==> src/design/plx_pkg.sv <==
`timescale 1ns / 1ps
package plx_pkg;

    localparam int CharW   = 8;
    localparam int KindW   = 3;
    localparam int CodeW   = 3;
    localparam int ParamW  = 3;
    localparam int MaxRes  = 4;
    localparam int ResIdxW = 2;
    localparam int ResCntW = 3;

    localparam logic [KindW-1:0] KIND_CMD    = 3'd0;
    localparam logic [KindW-1:0] KIND_PCHAR  = 3'd1;
    localparam logic [KindW-1:0] KIND_PEND   = 3'd2;
    localparam logic [KindW-1:0] KIND_ERROR  = 3'd3;
    localparam logic [KindW-1:0] KIND_DONE   = 3'd4;

    localparam logic [CodeW-1:0] ERR_NONE      = 3'd0;
    localparam logic [CodeW-1:0] ERR_BAD_CMD   = 3'd1;
    localparam logic [CodeW-1:0] ERR_MINUS     = 3'd2;
    localparam logic [CodeW-1:0] ERR_POINT     = 3'd3;
    localparam logic [CodeW-1:0] ERR_MISSING   = 3'd4;
    localparam logic [CodeW-1:0] ERR_TOO_FEW   = 3'd5;

    localparam logic [CharW-1:0] CH_MINUS = 8'h2d;
    localparam logic [CharW-1:0] CH_POINT = 8'h2e;
    localparam logic [CharW-1:0] CH_ZERO  = 8'h30;
    localparam logic [CharW-1:0] CH_NINE  = 8'h39;
    localparam logic [CharW-1:0] CH_NUL   = 8'h00;

    typedef struct packed {
        logic [KindW-1:0] kind;
        logic [CharW-1:0] char_out;
        logic [CodeW-1:0] error_code;
        logic             last_result;
    } t_result;

    typedef t_result [MaxRes-1:0] t_result_set;

    typedef struct packed {
        logic              command_active;
        logic [ParamW-1:0] params_left;
        logic              number_started;
        logic              point_seen;
        logic              error_latched;
    } t_state;

    typedef struct packed {
        logic              found;
        logic [ParamW-1:0] count;
    } t_cmd_info;

    function automatic logic is_sep(input logic [CharW-1:0] c);
        return (c == 8'h20) || (c == 8'h09) || (c == 8'h0a) || (c == 8'h0b)
            || (c == 8'h0c) || (c == 8'h0d) || (c == 8'h2c);
    endfunction

    function automatic t_cmd_info cmd_lookup(input logic [CharW-1:0] c);
        t_cmd_info info;
        info.found = 1'b1;
        case (c)
            "M", "m", "L", "l", "T", "t": info.count = 3'd2;
            "Z", "z":                     info.count = 3'd0;
            "H", "h", "V", "v":           info.count = 3'd1;
            "C", "c":                     info.count = 3'd6;
            "S", "s", "Q", "q":           info.count = 3'd4;
            "A", "a":                     info.count = 3'd7;
            default: begin
                info.found = 1'b0;
                info.count = 3'd0;
            end
        endcase
        return info;
    endfunction

    function automatic t_result make_res(input logic [KindW-1:0] kind,
                                         input logic [CharW-1:0] ch,
                                         input logic [CodeW-1:0] code);
        t_result r;
        r.kind        = kind;
        r.char_out    = ch;
        r.error_code  = code;
        r.last_result = 1'b0;
        return r;
    endfunction

endpackage

==> src/design/svg_path_data_lexer_top.sv <==
`timescale 1ns / 1ps
// a character is registered in the input stage, its results in the result buffer
// throughput: one character per cycle while the output is ready and each
// yields at most one result; one with n results holds the buffer until all n leave
// reset: synchronous active-low reset clears the lexer state, input stage and
// result buffer; no clearing pass is needed
module svg_path_data_lexer_top (
    input  logic        i_clk,
    input  logic        i_rst_n,
    input  logic        i_s_tvalid,
    output logic        o_s_tready,
    input  logic [7:0]  i_s_tdata,   // [7:0] char_code
    input  logic        i_s_tlast,   // end_of_string
    output logic        o_m_tvalid,
    input  logic        i_m_tready,
    output logic [15:0] o_m_tdata,   // [7:0] char_out, [10:8] error_code, rest zero
    output logic [2:0]  o_m_tuser,   // kind
    output logic        o_m_tlast    // last_result
);

    logic                        r_in_valid;
    logic [plx_pkg::CharW-1:0]   r_char;
    logic                        r_eos;
    plx_pkg::t_state             r_state;
    plx_pkg::t_state             n_state;
    plx_pkg::t_result_set        step_res;
    logic [plx_pkg::ResCntW-1:0] step_cnt;
    plx_pkg::t_result            out_res;
    logic                        buf_free;
    logic                        consume;

    assign consume    = r_in_valid && buf_free;
    assign o_s_tready = !r_in_valid || consume;

    always_ff @(posedge i_clk) begin
        if (!i_rst_n) begin
            r_in_valid <= 1'b0;
            r_state    <= '0;
        end else begin
            if (o_s_tready) begin
                r_in_valid <= i_s_tvalid;
            end
            if (consume) begin
                r_state <= n_state;
            end
        end
    end

    always_ff @(posedge i_clk) begin
        if (i_s_tvalid && o_s_tready) begin
            r_char <= i_s_tdata;
            r_eos  <= i_s_tlast;
        end
    end

    plx_step u_step (
        .i_char  (r_char),
        .i_eos   (r_eos),
        .i_state (r_state),
        .o_state (n_state),
        .o_res   (step_res),
        .o_cnt   (step_cnt)
    );

    plx_outbuf u_outbuf (
        .i_clk   (i_clk),
        .i_rst_n (i_rst_n),
        .i_load  (consume),
        .i_res   (step_res),
        .i_cnt   (step_cnt),
        .o_free  (buf_free),
        .o_valid (o_m_tvalid),
        .i_ready (i_m_tready),
        .o_res   (out_res)
    );

    assign o_m_tdata = {5'd0, out_res.error_code, out_res.char_out};
    assign o_m_tuser = out_res.kind;
    assign o_m_tlast = out_res.last_result;

endmodule

==> src/design/plx_step.sv <==
`timescale 1ns / 1ps
module plx_step (
    input  logic [plx_pkg::CharW-1:0]   i_char,
    input  logic                        i_eos,
    input  plx_pkg::t_state             i_state,
    output plx_pkg::t_state             o_state,
    output plx_pkg::t_result_set        o_res,
    output logic [plx_pkg::ResCntW-1:0] o_cnt
);

    plx_pkg::t_result_set        res;
    logic [plx_pkg::ResCntW-1:0] cnt;
    plx_pkg::t_state             st;
    plx_pkg::t_cmd_info          info;
    logic                        sep;
    logic                        digit;
    logic                        redo;

    always_comb begin
        res   = '0;
        cnt   = '0;
        st    = i_state;
        info  = plx_pkg::cmd_lookup(i_char);
        sep   = plx_pkg::is_sep(i_char);
        digit = (i_char >= plx_pkg::CH_ZERO) && (i_char <= plx_pkg::CH_NINE);
        redo  = 1'b0;

        // first pass
        if (!st.error_latched) begin
            if (!st.command_active) begin
                if (!sep) begin
                    if (!info.found) begin
                        res[cnt[plx_pkg::ResIdxW-1:0]] = plx_pkg::make_res(
                            plx_pkg::KIND_ERROR, plx_pkg::CH_NUL, plx_pkg::ERR_BAD_CMD);
                        cnt = cnt + 1'b1;
                        st.error_latched = 1'b1;
                    end else begin
                        res[cnt[plx_pkg::ResIdxW-1:0]] = plx_pkg::make_res(
                            plx_pkg::KIND_CMD, i_char, plx_pkg::ERR_NONE);
                        cnt = cnt + 1'b1;
                        st.params_left    = info.count;
                        st.command_active = (info.count != '0);
                        st.number_started = 1'b0;
                        st.point_seen     = 1'b0;
                    end
                end
            end else if (i_char == plx_pkg::CH_MINUS) begin
                if (st.number_started) begin
                    res[cnt[plx_pkg::ResIdxW-1:0]] = plx_pkg::make_res(
                        plx_pkg::KIND_ERROR, plx_pkg::CH_NUL, plx_pkg::ERR_MINUS);
                    cnt = cnt + 1'b1;
                    st.error_latched = 1'b1;
                end else begin
                    res[cnt[plx_pkg::ResIdxW-1:0]] = plx_pkg::make_res(
                        plx_pkg::KIND_PCHAR, i_char, plx_pkg::ERR_NONE);
                    cnt = cnt + 1'b1;
                    st.number_started = 1'b1;
                end
            end else if (i_char == plx_pkg::CH_POINT) begin
                if (st.point_seen) begin
                    res[cnt[plx_pkg::ResIdxW-1:0]] = plx_pkg::make_res(
                        plx_pkg::KIND_ERROR, plx_pkg::CH_NUL, plx_pkg::ERR_POINT);
                    cnt = cnt + 1'b1;
                    st.error_latched = 1'b1;
                end else begin
                    // leading point gets a zero in front
                    if (!st.number_started) begin
                        res[cnt[plx_pkg::ResIdxW-1:0]] = plx_pkg::make_res(
                            plx_pkg::KIND_PCHAR, plx_pkg::CH_ZERO, plx_pkg::ERR_NONE);
                        cnt = cnt + 1'b1;
                    end
                    res[cnt[plx_pkg::ResIdxW-1:0]] = plx_pkg::make_res(
                        plx_pkg::KIND_PCHAR, i_char, plx_pkg::ERR_NONE);
                    cnt = cnt + 1'b1;
                    st.number_started = 1'b1;
                    st.point_seen     = 1'b1;
                end
            end else if (digit) begin
                res[cnt[plx_pkg::ResIdxW-1:0]] = plx_pkg::make_res(
                    plx_pkg::KIND_PCHAR, i_char, plx_pkg::ERR_NONE);
                cnt = cnt + 1'b1;
                st.number_started = 1'b1;
            end else if (st.number_started) begin
                res[cnt[plx_pkg::ResIdxW-1:0]] = plx_pkg::make_res(
                    plx_pkg::KIND_PEND, plx_pkg::CH_NUL, plx_pkg::ERR_NONE);
                cnt = cnt + 1'b1;
                st.number_started = 1'b0;
                st.point_seen     = 1'b0;
                st.params_left    = st.params_left - 1'b1;
                if (st.params_left == '0) begin
                    st.command_active = 1'b0;
                end
                redo = !sep;
            end else if (!sep) begin
                res[cnt[plx_pkg::ResIdxW-1:0]] = plx_pkg::make_res(
                    plx_pkg::KIND_ERROR, plx_pkg::CH_NUL, plx_pkg::ERR_MISSING);
                cnt = cnt + 1'b1;
                st.error_latched = 1'b1;
            end
        end

        // second pass: char that ended a number is a command, else a missing-parameter or bad-command error
        if (redo) begin
            if (!st.command_active && info.found) begin
                res[cnt[plx_pkg::ResIdxW-1:0]] = plx_pkg::make_res(
                    plx_pkg::KIND_CMD, i_char, plx_pkg::ERR_NONE);
                cnt = cnt + 1'b1;
                st.params_left    = info.count;
                st.command_active = (info.count != '0);
            end else begin
                res[cnt[plx_pkg::ResIdxW-1:0]] = plx_pkg::make_res(
                    plx_pkg::KIND_ERROR, plx_pkg::CH_NUL,
                    st.command_active ? plx_pkg::ERR_MISSING : plx_pkg::ERR_BAD_CMD);
                cnt = cnt + 1'b1;
                st.error_latched = 1'b1;
            end
        end

        if (i_eos) begin
            if (st.error_latched) begin
                res[cnt[plx_pkg::ResIdxW-1:0]] = plx_pkg::make_res(
                    plx_pkg::KIND_ERROR, plx_pkg::CH_NUL, plx_pkg::ERR_NONE);
                cnt = cnt + 1'b1;
            end else begin
                if (st.number_started) begin
                    res[cnt[plx_pkg::ResIdxW-1:0]] = plx_pkg::make_res(
                        plx_pkg::KIND_PEND, plx_pkg::CH_NUL, plx_pkg::ERR_NONE);
                    cnt = cnt + 1'b1;
                    st.params_left = st.params_left - 1'b1;
                    if (st.params_left == '0) begin
                        st.command_active = 1'b0;
                    end
                end
                if (st.command_active && (st.params_left != '0)) begin
                    res[cnt[plx_pkg::ResIdxW-1:0]] = plx_pkg::make_res(
                        plx_pkg::KIND_ERROR, plx_pkg::CH_NUL, plx_pkg::ERR_TOO_FEW);
                end else begin
                    res[cnt[plx_pkg::ResIdxW-1:0]] = plx_pkg::make_res(
                        plx_pkg::KIND_DONE, plx_pkg::CH_NUL, plx_pkg::ERR_NONE);
                end
                cnt = cnt + 1'b1;
            end
            st = '0;
        end

        if (cnt != '0) begin
            res[cnt[plx_pkg::ResIdxW-1:0] - 1'b1].last_result = 1'b1;
        end
    end

    assign o_state = st;
    assign o_res   = res;
    assign o_cnt   = cnt;

endmodule

==> src/design/plx_outbuf.sv <==
`timescale 1ns / 1ps
module plx_outbuf (
    input  logic                        i_clk,
    input  logic                        i_rst_n,
    input  logic                        i_load,
    input  plx_pkg::t_result_set        i_res,
    input  logic [plx_pkg::ResCntW-1:0] i_cnt,
    output logic                        o_free,
    output logic                        o_valid,
    input  logic                        i_ready,
    output plx_pkg::t_result            o_res
);

    plx_pkg::t_result_set        r_res;
    logic [plx_pkg::ResCntW-1:0] r_cnt;
    logic [plx_pkg::ResIdxW-1:0] r_idx;
    logic                        at_last;

    assign at_last = ({1'b0, r_idx} + 1'b1) == r_cnt;
    assign o_valid = (r_cnt != '0);
    assign o_res   = r_res[r_idx];
    // empty, or the final entry leaves this cycle
    assign o_free  = (r_cnt == '0) || (at_last && i_ready);

    always_ff @(posedge i_clk) begin
        if (!i_rst_n) begin
            r_cnt <= '0;
            r_idx <= '0;
        end else if (i_load) begin
            r_cnt <= i_cnt;
            r_idx <= '0;
        end else if (o_valid && i_ready) begin
            if (at_last) begin
                r_cnt <= '0;
                r_idx <= '0;
            end else begin
                r_idx <= r_idx + 1'b1;
            end
        end
    end

    always_ff @(posedge i_clk) begin
        if (i_load) begin
            r_res <= i_res;
        end
    end

endmodule
==> config.mk <==
export PLATFORM = sky130hd
export DESIGN_NAME = svg_path_data_lexer_top
export DESIGN_NICKNAME = d
export VERILOG_FILES = /design/src/design/plx_pkg.sv /design/src/design/svg_path_data_lexer_top.sv /design/src/design/plx_step.sv /design/src/design/plx_outbuf.sv
export SDC_FILE = /design/constraint.sdc
export NUM_CORES = 1
export LEC_CHECK = 0
export BUFFER_PORTS_ARGS = -buffer_cell sky130_fd_sc_hd__buf_2
export CAP_MARGIN = 25
export CELL_PAD_IN_SITES_DETAIL_PLACEMENT = 1
export CELL_PAD_IN_SITES_GLOBAL_PLACEMENT = 2
export CORE_MARGIN = 2
export CORE_UTILIZATION = 45
export CTS_CLUSTER_DIAMETER = 50
export CTS_CLUSTER_SIZE = 30
export DETAILED_ROUTE_END_ITERATION = 16
export PLACE_DENSITY = 0.91
export SYNTH_ARGS = -nofsm -noshare
export SYNTH_HDL_FRONTEND = slang
export SYNTH_HIERARCHICAL = 1
export SYNTH_SLANG_ARGS = --single-unit
==> constraint.sdc <==
create_clock -name i_clk -period 10.7 [get_ports i_clk]
set_input_delay 0.535 -clock i_clk [delete_from_list [all_inputs] [get_ports i_clk]]
set_output_delay 0.535 -clock i_clk [all_outputs]
set_load 0.1 [all_outputs]
# Word-level counts from Yosys, hierarchy flattened
# Index checks and enable logic that the tools add are counted.
dict set report op_classes {
  addsub 9
  bitwise_logic 13
  n_eq_ne 35
  n_reduce_logical 42
  magnitude_cmp 13
  mux 109
}
# cell n
set ops {}
lappend ops {{2-to-1 mux 60 bit} 10}
lappend ops {{2-to-1 mux 15 bit} 17}
lappend ops {{bitwise mux 60 bit} 4}
lappend ops {{2-to-1 mux 45 bit} 4}
lappend ops {{== test 8 x 7 -> 1 bit, second input constant} 20}
lappend ops {{demux 15 bit (select 2 bit)} 5}
lappend ops {{AND 56 bit} 2}
lappend ops {{inverter 56 bit} 2}
lappend ops {{2-to-1 mux 3 bit} 23}
lappend ops {{AND 52 bit} 1}
lappend ops {{inverter 52 bit} 1}
lappend ops {{AND 44 bit} 1}
lappend ops {{inverter 44 bit} 1}
lappend ops {{2-to-1 mux 14 bit} 3}
lappend ops {{== test 8 x 4 -> 1 bit, second input constant} 5}
lappend ops {{== test 8 x 6 -> 1 bit, second input constant} 4}
lappend ops {{2-to-1 mux 4 bit} 8}
lappend ops {{binary-select mux 15 bit (select 2 bit)} 1}
lappend ops {{2-to-1 mux 7 bit} 4}
lappend ops {{2-to-1 mux 1 bit} 23}
lappend ops {{OR reduction 20 bit} 1}
lappend ops {{< comparator 2 x 3 -> 1 bit, second input constant} 6}
lappend ops {{bitwise OR 16 bit} 1}
lappend ops {{one-hot mux 3 bit (5 select lines)} 1}
lappend ops {{30 further kinds} 73}
dict set report totals {
  out_inout_bits 22
  word_cells 247
  regBits 82
}

# Depth between registers and ports, before layout
dict set report logic_depth {
  depth_word 31
  mapped_depth 17
}

# By module
# The synthesis kept the hierarchy.
# mod cells_each area_per_inst_um2 instances
set modules_own_cells {}
lappend modules_own_cells {plx_outbuf 110 2474.9 1}
lappend modules_own_cells {plx_step 283 1985.7 1}
lappend modules_own_cells {svg_path_data_lexer_top 53 673.1 1}

# Worst setup path before layout
# Ideal clock, no wire load.
dict set report synth_timing {
  kind {reg-to-reg}
  start {register r_char[0] (netlist bit)}
  end {register u_outbuf/r_res[19] (netlist bit), data pin}
  path_buffers 1
  t_required_ns 10.569
  t_arrival_ns 3.242
  stages_incl_launch_ff 18
  path_slack_ns 7.327
  path_cell_list {edfxtp_1 > buf_6 > o21ba_1 > a21oi_2 > o22ai_2 > and2_1 > nor2_1 > a21oi_1 > o21ai_1 > inv_1 > ha_1 > a21o_1 > inv_1 > ha_1 > and2_1 > o21a_1 > nor2_1 > and2_1}
}
# item line_no
set synth_lines {}
lappend synth_lines {{from (decl)} svg_path_data_lexer_top.sv:22} ;# logic [plx_pkg::CharW-1:0] r_char;
lappend synth_lines {{from (signal assigned)} svg_path_data_lexer_top.sv:51} ;# r_char <= i_s_tdata;
lappend synth_lines {{to (signal assigned)} plx_outbuf.sv:44} ;# r_res <= i_res;
lappend synth_lines {{to (decl)} plx_outbuf.sv:14} ;# plx_pkg::t_result_set r_res;

==> summary.txt <==
critical path type: reg -> reg
worst setup path endpoint: u_outbuf/r_res[24]$_DFFE_PP_
setup ws final: 6.57 ns
largest net degree at the start of global routing: 75
fin crit share: 38.6%
Core Region: 11300 um2
number of synthesized flops with an enable pin: 69
CP Launch Type: register
Sequential Area: 2330 um2
Worst Setup Slack post-DPL: 6.60 ns
final-stage net count: 488
Critical R2R Capture: u_outbuf/r_res[24]$_DFFE_PP_
DR WL met2: 6100 um
minimum clock period: 4.13 ns
Initial Util: 45.5%
hold buffers post-CTS: 0
Ports: 35
Worst setup EP type: register
Peak VDD IR: 0.109 mV
GPL Wtd Cong: 0.868
CP required: 10.91 ns
M1 WL: 5530 um
leakage: 1.97 nW
cells after synthesis: 446
H-tree Lvls: 3
Yosys warnings: 6
# diodes: 0
Layout area overhead: 7.29%
Die Y: 111 um
TNS Setup: 0 ns
clk_lat worst skew: 0.35 ns
CTS tree: built
final wirelength: 12400 um
Global Route Usage Sum: 20.9%
ys flop type: edfxtp_1
Synth area leaders: edfxtp_1 40%, dfxtp_1 5.1%, buf_4 4.8%
Rows: 39
Reg clk slew, reported paths: 0.06 ns
pwr dens: 155 nW/um2
post-layout total power: 0.853 mW
clock root buffer: clkbuf_16
Initial DRC Count: 201
Clock Skew: 0.00526 ns
reg2reg start: r_char[4]$_DFFE_PP_
fmax: 242 MHz
wire per inst: 20.3 um
arrival time worst endpoint: 4.35 ns
number of global-route vias before repair: 3674
post-DR vias/cell: 5.84
first-pass GRT wire length: 19900 um
Post-CTS Resized: 0
DRT antenna net count: 0
Clock Path Buffers: 2
Hold Crit Depth: 1
Final Cell Area: 5510 um2
reg2reg path depth: 14
R2R Setup Slk: 6.57 ns
Min Hold Slack: 0.359 ns
Final Core Density: 48.9%
footprint of the multi-input gates: 2460 um2
Non-Filler Instances: 610
worst setup path start: r_char[4]$_DFFE_PP_
first drt pass iteration count: 4
GRT overflow: 0
post-CTS setup buffers: 0
fill cell count: 1211
count leader, synth: edfxtp_1
share of the synthesized area in the top cell type: 40.4%
chip width: 111 um
Seq cells post-synth: 82
setup repair after global routing missed its margin: false
CTS Buf Count: 9
Avg Inst Size Synth: 11.5 um2
clock sinks: 82
Routed met3 length: 417 um
min-delay worst type: in -> reg
DIE AREA: 12300 um2
Tightest Pin Transition: 0.980 ns
via count: 3565
FFs w/ async S/R, synth: 0%
highest metal used: met4
DP HPWL: 8780 um
PortBufs: 29
Post-Syn Area: 5130 um2
initial antenna violation count: 0
Max Cap Violations: 0
final hold vios: 0
Relative slew margins: 34.7%
Distinct cells, synth: 82
Critical Path Fanout Max: 14
Placed Cells: 594
post-synthesis sequential area ratio: 45.4%
DRC viols: 0
Final setup viols: 0
outcome: complete, no violations
DP Area: 5190 um2
Final Max Tran Viols: 0
share of cells above drive strength 1: 19.9%
top cells by count, synth: 69 x edfxtp_1, 38 x nand2_1, 33 x buf_4
Yosys top cell by area: edfxtp_1
==> routing by layer <==
layer / vias to the layer above / track usage (%)
met3: 23 / 3.12
met1: 1782 / 26.8
met5: - / 0
li1: 1676 / -
met4: 0 / 9.75
met2: 84 / 35.0
==> power by group <==
part | leakage (nW) | internal [mW] | switching [mW]
registers | 0.774 | 0.366 | 0.0136
logic | 1.05 | 0.0350 | 0.100
clock network | 0.151 | 0.204 | 0.134
==> worst min path at each step <==
stage                       startpoint                      end  slack, ns
3_5_place_dp   r_state[4]$_SDFFE_PN0P_  r_state[4]$_SDFFE_PN0P_       0.47
4_1_cts                   i_s_tdata[2]      r_char[2]$_DFFE_PP_       0.35
3_3_place_gp   r_state[4]$_SDFFE_PN0P_  r_state[4]$_SDFFE_PN0P_       0.45
2_1_floorplan  r_state[0]$_SDFFE_PN0P_  r_state[0]$_SDFFE_PN0P_       0.44
6_report                  i_s_tdata[2]      r_char[2]$_DFFE_PP_       0.36
5_1_grt                   i_s_tdata[0]      r_char[0]$_DFFE_PP_       0.36
==> logic make-up (layout without fill, tap and decap cells) <==
group	Yosys count	count (layout)	share of synthesized area, %
flops	82	82	45.4
simple gates	158	158	17.9
compound gates	102	102	16.2
xor+xnor	8	8	1.51
fa+ha+maj	13	13	3.17
mux	16	16	7.14
buf+inv	65	62	8.43
other cells	2	26	0.146
==> cell type report <==
class | instances | share of cell area [%]
multi-input combinational | 323 | 44.6
sequential | 82 | 42.3
timing repair buffer | 32 | 3.04
clock buffer | 9 | 4.09
inverter | 14 | 0.954
tap | 143 | 3.25
clock inverter | 7 | 1.68
==> registers in the layout, indices dropped and copies added, names as in the netlist <==
| name | cells |
|---|---|
| r_char | 8 |
| r_eos | 1 |
| r_in_valid | 1 |
| r_state | 7 |
| u_outbuf/r_cnt | 3 |
| u_outbuf/r_idx | 2 |
| u_outbuf/r_res | 60 |
==> critical path, cell delays in order (launching register included) <==
cell	delay, ns
edfxtp_1	0.63
nor4b_4	0.53
nand3_1	0.24
nor3_1	0.30
a21oi_1	0.07
o21ai_1	0.44
inv_1	0.15
ha_1	0.33
a21o_1	0.16
inv_1	0.07
ha_1	0.25
and2_1	0.16
o21a_1	0.19
nor2_1	0.28
and2_1	0.19
==> cell usage in the layout (no fill, tap or decap), types with 3 or more instances in the layout <==
| cell type | n |
|---|---|
| a211o_1 | 3 |
| a21oi_1 | 15 |
| a22oi_1 | 4 |
| and2_1 | 13 |
| and3_1 | 8 |
| buf_2 | 29 |
| buf_4 | 3 |
| clkbuf_16 | 9 |
| clkinv_1 | 3 |
| conb_1 | 26 |
| dfxtp_1 | 13 |
| edfxtp_1 | 69 |
| ha_1 | 13 |
| inv_1 | 13 |
| mux4_1 | 5 |
| mux4_2 | 10 |
| nand2_1 | 38 |
| nand2b_1 | 4 |
| nand3_1 | 15 |
| nand3b_1 | 4 |
| nand4_1 | 11 |
| nor2_1 | 25 |
| nor2b_1 | 6 |
| nor3_1 | 7 |
| nor3b_1 | 5 |
| nor4_1 | 3 |
| o21a_1 | 5 |
| o21ai_0 | 11 |
| o21ai_1 | 8 |
| o21ai_2 | 8 |
| o21bai_1 | 3 |
| o22ai_1 | 4 |
| or3_1 | 3 |
| xor2_1 | 5 |
(Power assumes the default switching activity.)
